`src/hdl/grm_pkg.sv`:
```
// Shared types and constants for the grid ray march block.
`default_nettype none
package grm_pkg;

  // Cell address span is fixed: 8 bits of column, 8 bits of row.
  localparam int unsigned CellBits = 8;
  localparam int unsigned AddrBits = 2 * CellBits;
  localparam int unsigned DistBits = 10;
  localparam logic [DistBits-1:0] DistMax = '1;

  typedef enum logic {
    CMD_WRITE = 1'b0,
    CMD_CAST  = 1'b1
  } cmd_e;

  typedef enum logic [1:0] {
    RES_WALL  = 2'd0,
    RES_LEFT  = 2'd1,
    RES_LIMIT = 2'd2
  } res_e;

  typedef enum logic [2:0] {
    S_CLEAR,
    S_IDLE,
    S_READ,
    S_CHECK,
    S_DONE
  } state_e;

  typedef struct packed {
    logic                cmd;
    logic [7:0]          cell_x;
    logic [7:0]          cell_y;
    logic                cell_solid;
    logic [15:0]         start_x;
    logic [15:0]         start_y;
    logic signed [15:0]  dir_x;
    logic signed [15:0]  dir_y;
  } in_req_t;

  typedef struct packed {
    logic [1:0]          status;
    logic [DistBits-1:0] distance;
  } out_rsp_t;

  // Controller to datapath
  typedef struct packed {
    logic load;     // capture cast start point and direction
    logic wr;       // write one grid cell from the request
    logic clr;      // clear one cell of the sweep
    logic rd;       // read cell under current point
    logic step;     // advance point, count one step
    logic out_set;  // load result register
    res_e res;
  } dp_cmd_t;

  // Datapath to controller
  typedef struct packed {
    logic in_grid;
    logic solid;
    logic at_limit;
    logic clr_last;
    logic out_free;
  } dp_stat_t;

endpackage
`default_nettype wire

```
`src/hdl/grm_ctrl.sv`:
```
// Controller state machine for the grid ray march block.
`default_nettype none
module grm_ctrl
  import grm_pkg::*;
(
  input  wire logic     clk_i,
  input  wire logic     rst_ni,
  input  wire logic     in_valid_i,
  input  wire logic     in_cast_i,
  output logic          in_stall_o,
  input  wire dp_stat_t stat_i,
  output dp_cmd_t       cmd_o
);

  state_e state_q, state_d;
  res_e   res_q, res_d;

  always_ff @(posedge clk_i or negedge rst_ni) begin
    if (!rst_ni) begin
      state_q <= S_CLEAR;
      res_q   <= RES_WALL;
    end else begin
      state_q <= state_d;
      res_q   <= res_d;
    end
  end

  always_comb begin
    state_d = state_q;
    res_d   = res_q;
    case (state_q)
      S_CLEAR: begin
        if (stat_i.clr_last) state_d = S_IDLE;
      end
      S_IDLE: begin
        if (in_valid_i && in_cast_i) state_d = S_READ;
      end
      S_READ: begin
        if (!stat_i.in_grid) begin
          res_d   = RES_LEFT;
          state_d = S_DONE;
        end else begin
          state_d = S_CHECK;
        end
      end
      S_CHECK: begin
        if (stat_i.solid) begin
          res_d   = RES_WALL;
          state_d = S_DONE;
        end else if (stat_i.at_limit) begin
          res_d   = RES_LIMIT;
          state_d = S_DONE;
        end else begin
          state_d = S_READ;
        end
      end
      S_DONE: begin
        if (stat_i.out_free) state_d = S_IDLE;
      end
      default: state_d = S_IDLE;
    endcase
  end

  always_comb begin
    cmd_o      = '0;
    cmd_o.res  = res_q;
    in_stall_o = 1'b1;
    case (state_q)
      S_CLEAR: cmd_o.clr = 1'b1;
      S_IDLE: begin
        in_stall_o = 1'b0;
        cmd_o.load = in_valid_i && in_cast_i;
        cmd_o.wr   = in_valid_i && !in_cast_i;
      end
      S_READ:  cmd_o.rd = stat_i.in_grid;
      S_CHECK: cmd_o.step = !stat_i.solid && !stat_i.at_limit;
      S_DONE:  cmd_o.out_set = stat_i.out_free;
      default: in_stall_o = 1'b1;
    endcase
  end

endmodule
`default_nettype wire

```
`config.mk`:
```
export PLATFORM = sky130hd
export DESIGN_NAME = grm_ctrl
export DESIGN_NICKNAME = d
export VERILOG_FILES = /design/src/hdl/grm_pkg.sv /design/src/hdl/grm_ctrl.sv
export SDC_FILE = /design/constraint.sdc
export NUM_CORES = 1
export LEC_CHECK = 0
export ABC_AREA = 1
export BUFFER_PORTS_ARGS = -buffer_cell sky130_fd_sc_hd__buf_2
export CAP_MARGIN = 30
export CELL_PAD_IN_SITES_DETAIL_PLACEMENT = 0
export CELL_PAD_IN_SITES_GLOBAL_PLACEMENT = 1
export CORE_MARGIN = 5
export CORE_UTILIZATION = 27
export DETAILED_ROUTE_END_ITERATION = 10
export PLACE_DENSITY_LB_ADDON = 0.15
export SLEW_MARGIN = 20
export SYNTH_ARGS = -nofsm -noshare
export SYNTH_HDL_FRONTEND = slang
export SYNTH_SLANG_ARGS = --single-unit
```
`constraint.sdc`:
```
create_clock -name clk_i -period 1.4 [get_ports clk_i]
set_input_delay 0.21 -clock clk_i [delete_from_list [all_inputs] [get_ports clk_i]]
set_output_delay 0.21 -clock clk_i [all_outputs]
set_load 0.03 [all_outputs]
```
======== Word-level counts from Yosys, hierarchy flattened ========
Index checks and enable logic that the tools add are counted.
operators by class
  equality and inequality tests ........... 9
  muxes and demuxes ....................... 17
  reductions and logical operators ........ 10
operators by type and width
  kind                  count
  $mux W3               6
  $pmux W3 S5           1
  $mux W2               4
  $ne A2 B2 Y1 const B  4
  $eq A3 B2 Y1 const B  2
  $reduce_and A3 Y1     2
  $mux W1               5
  $pmux W2 S2           1
  $eq A3 B1 Y1 const B  1
  $eq A3 B3 Y1 const B  1
  $logic_and A1 B1 Y1   3
  $logic_not A1 Y1      3
  $logic_not A3 Y1      1
  $ne A3 B3 Y1 const B  1
  $reduce_bool A2 Y1    1
storage, ports and cells
  bits in registers ....................... 5
  input bits .............................. 9
  output and inout bits ................... 9
  word-level logic and storage cells ...... 38

======== Longest topological paths before layout ========
  depth in word-level cells ............... 3
  gate-level depth with buffers ........... 7
  depth with buffers taken out ............ 6

======== Worst setup path before layout ========
OpenSTA, ideal clock, no wires.
  kind .................................... flip-flop to output port
  start point ............................. register state_q[1]
  end point ............................... output port cmd_o[6] (netlist name)
  arrival ................................. 1.714 ns
  data required time ...................... 1.190 ns
  path slack .............................. -0.524 ns
  stages on the path, launching flop included .. 5
  path buffers ............................ 1
  cell sequence ........................... dfrtp_1 -> buf_6 -> inv_2 -> nand3_1 -> nor3b_1
RTL lines
  what                    RTL line        source
  start, declared         grm_ctrl.sv:15  state_e state_q, state_d;
  start signal, assigned  grm_ctrl.sv:23  state_q <= state_d;
  end, declared           grm_ctrl.sv:12  output dp_cmd_t cmd_o

==> results.ini <==
[outcome]
status=finished clean

[clocking]
cts_root_buf=clkbuf_4
cts_made_buffers=3
clkTransAtPathRegs_ns=0.04
htreeDepth=1
clock_latency_ns=0.23
cts_sinks=5
cts_tree=built
cts.path.max_buffers=2

[timing]
clock.fmax_mhz=720
grt_setup_unrepaired=yes
relSlewSlack_pct=86.9
setup_violations=0
layout_min_cycle_time_ns=1.39
fin_crit_sh_pct=99.3
clock_skew_ns=0.00170
setup_tns_ns=0
hold_viol_final=0
tightest_slew_ns=0.195
holdWs_ns=0.233
maxSlewViolCount=0

[synthesis]
syn_inst=47
avgSynthCellArea_um2=7.48
yosysWarningCount=0
yosysUniqueCellTypes=18
yosysSeqAreaShare_pct=35.6
syn_area_um2=352
syn_nets=56
synth_seq_cells=5

[cells_and_area]
area_delta_synth_final_pct=66.2
finalInstanceArea_um2=584
fillers=134
fin_cells=89
fin_util_pct=46.1
drive_gt1_share_pct=50.0
finalNetCount=84
diodes=0

[power_and_ir_drop]
clockPowerShare_pct=12.0
switching_share_pct=50.2
seqPwrFrac_pct=22.1
p_leak_uw=0.000301
peakVddDrop_mv=1.18
combPwrFrac_pct=65.8
power.net_switching_uw=658
internal_power_uw=654
power_density_nw_per_um2=2250

[setup_path]
path_max_fanout=7
arrival_ns=1.18
crit_path_start_kind=flop
crit_type=reg2out
endpoint_kind=output port
required_ns=1.19

[placed_design]
gp_congestion=0.747
dp.cells=79
dp_hpwl_um=783
postPlaceCellArea_um2=472
portBuffers=17

[drt]
drt-total-wl_um=1020
dr.pass1.iters=4
antenna_left=0
drc=0
vias=408
via_per_inst=4.58
drt_iter0_drc=4
wl_per_cell_um=11.4

[global_route]
grt_pass1_wl_um=1520
grt-ovfl-total=0
grt.total_usage_pct=10.2
grt_antenna_before_repair=0
grt_max_degree=8
grt_pass1_vias=394

[die]
die_area_um2=2120
rows=13
floorplan.io_pins=18
dieHeight_um=46.1
initial_utilization_pct=27.7
coreArea_um2=1270
fp.dieW_um=46.1

[min_path]
hp-class=in2reg

[flow_run]
max-cap-violations=0

-- power groups by stage --
stage          Combinational (µW)  Sequential [µW]  Clock, µW
4_1_cts                       844              286        167
3_5_place_dp                  712              284          0
5_1_grt                       924              298        180
3_3_place_gp                  721              282          0
6_report                      864              290        158
2_1_floorplan                 549              294          0
-- cells by family after synthesis --
kind of cell / after synthesis / synth area share (%)
AO/OA/AOI/OAI: 4 / 5.69
flip-flops: 5 / 35.6
AND/OR/NAND/NOR: 28 / 43.8
buffers and inverters: 10 / 14.9
-- state kept, by name, indices dropped and copies added (netlist names) --
signal	count
res_q	2
state_q	3
-- per-stage QoR --
stage          total power (µW)  worst slack [ns]
2_1_floorplan               843            -0.128
3_3_place_gp               1000             0.154
3_5_place_dp                997             0.131
4_1_cts                    1300           0.00126
5_1_grt                    1400           -0.0950
6_report                   1310            0.0104
-- cell type report --
| type | count | area, µm² | area share [%] |
|---|---|---|---|
| sequential | 5 | 126 | 21.6 |
| inverter | 8 | 32.5 | 5.57 |
| timing repair buffer | 25 | 170 | 29.1 |
| tap | 15 | 18.8 | 3.21 |
| clock buffer | 4 | 26.3 | 4.50 |
| multi-input combinational | 32 | 210 | 36.0 |
-- Yosys cell counts --
| master | count | area, µm² |
|---|---|---|
| buf_6 | 2 | 22.5 |
| nor3_1 | 1 | 5.00 |
| dfrtp_1 | 5 | 125 |
| nand3b_1 | 1 | 7.51 |
| nor2_1 | 5 | 18.8 |
| nor3b_1 | 1 | 7.51 |
| nor2_2 | 1 | 6.26 |
| clkinv_1 | 1 | 3.75 |
| o21ai_0 | 3 | 15.0 |
| o21ai_1 | 1 | 5.00 |
| nor2_4 | 1 | 11.3 |
| inv_1 | 5 | 18.8 |
| nand3_1 | 6 | 30.0 |
| inv_2 | 2 | 7.51 |
| nand4_1 | 3 | 18.8 |
| nand2_1 | 6 | 22.5 |
| nor4_1 | 1 | 6.26 |
| nand3_2 | 2 | 20.0 |
-- layer usage --
layer / track usage (%) / part of all wire [%] / vias to the layer above
met5: 0 / 0 / -
met4: 5.11 / 0 / 0
met3: 3.13 / 6.1 / 0
met2: 17.0 / 52 / 10
met1: 11.5 / 42 / 187
li1: - / - / 211
-- path summary, 6_finish.rpt --
| check | startpoint | endpoint | slack (ns) | depth (start not counted) |
|---|---|---|---|---|
| setup / recovery | state_q[2] | cmd_o[6] | 0.01 | 4 |
| hold / removal | stat_i[4] | res_q[0] | 0.23 | 2 |
| setup reg to reg | state_q[0] | state_q[1] | 0.18 | 7 |
| hold reg to reg | res_q[1] | res_q[1] | 0.46 | 2 |
| max in group asynchronous | rst_ni | state_q[0] | 0.94 | 2 |
| min in group asynchronous | rst_ni | state_q[1] | 0.32 | 2 |
-- critical path, cell delays in order (launching register included) --
cell and delay [ns]:
dfrtp_1 0.40, inv_4 0.11, nand3_4 0.11, nor3b_2 0.16
buf_4 0.17
-- cell usage in the layout, fill, tap and decap left out --
| master | Yosys | final |
|---|---|---|
| inv_1 | 5 | 5 |
| nand3_1 | 6 | 5 |
| buf_4 | 0 | 8 |
| nor2_1 | 5 | 4 |
| nor3b_2 | 0 | 1 |
| buf_1 | 0 | 1 |
| nor2_4 | 1 | 3 |
| clkbuf_1 | 0 | 1 |
| inv_2 | 2 | 1 |
| nor4_2 | 0 | 1 |
| nand3_2 | 2 | 2 |
| clkinv_1 | 1 | 1 |
| dlygate4sd3_1 | 0 | 1 |
| nand3_4 | 0 | 1 |
| nand3b_1 | 1 | 1 |
| nand2_1 | 6 | 6 |
| dfrtp_2 | 0 | 1 |
| o21ai_0 | 3 | 3 |
| buf_2 | 0 | 11 |
| o21ai_1 | 1 | 1 |
| dfrtp_1 | 5 | 4 |
| buf_6 | 2 | 3 |
| clkbuf_4 | 0 | 4 |
| nand4_1 | 3 | 3 |
| nor3_1 | 1 | 1 |
| inv_4 | 0 | 1 |
-- repair_timing --
| item | 4_1_cts | 5_1_grt |
|---|---|---|
| hold endpoints to repair | 5 | 0 |
| gates resized for setup | 9 | 4 |
| setup endpoints to repair | 6 | 6 |
| hold buffers | 1 | 0 |
| pin swaps | 1 | 0 |
| setup buffers | 4 | 1 |
Note: power is estimated with default switching activity, not from simulation.
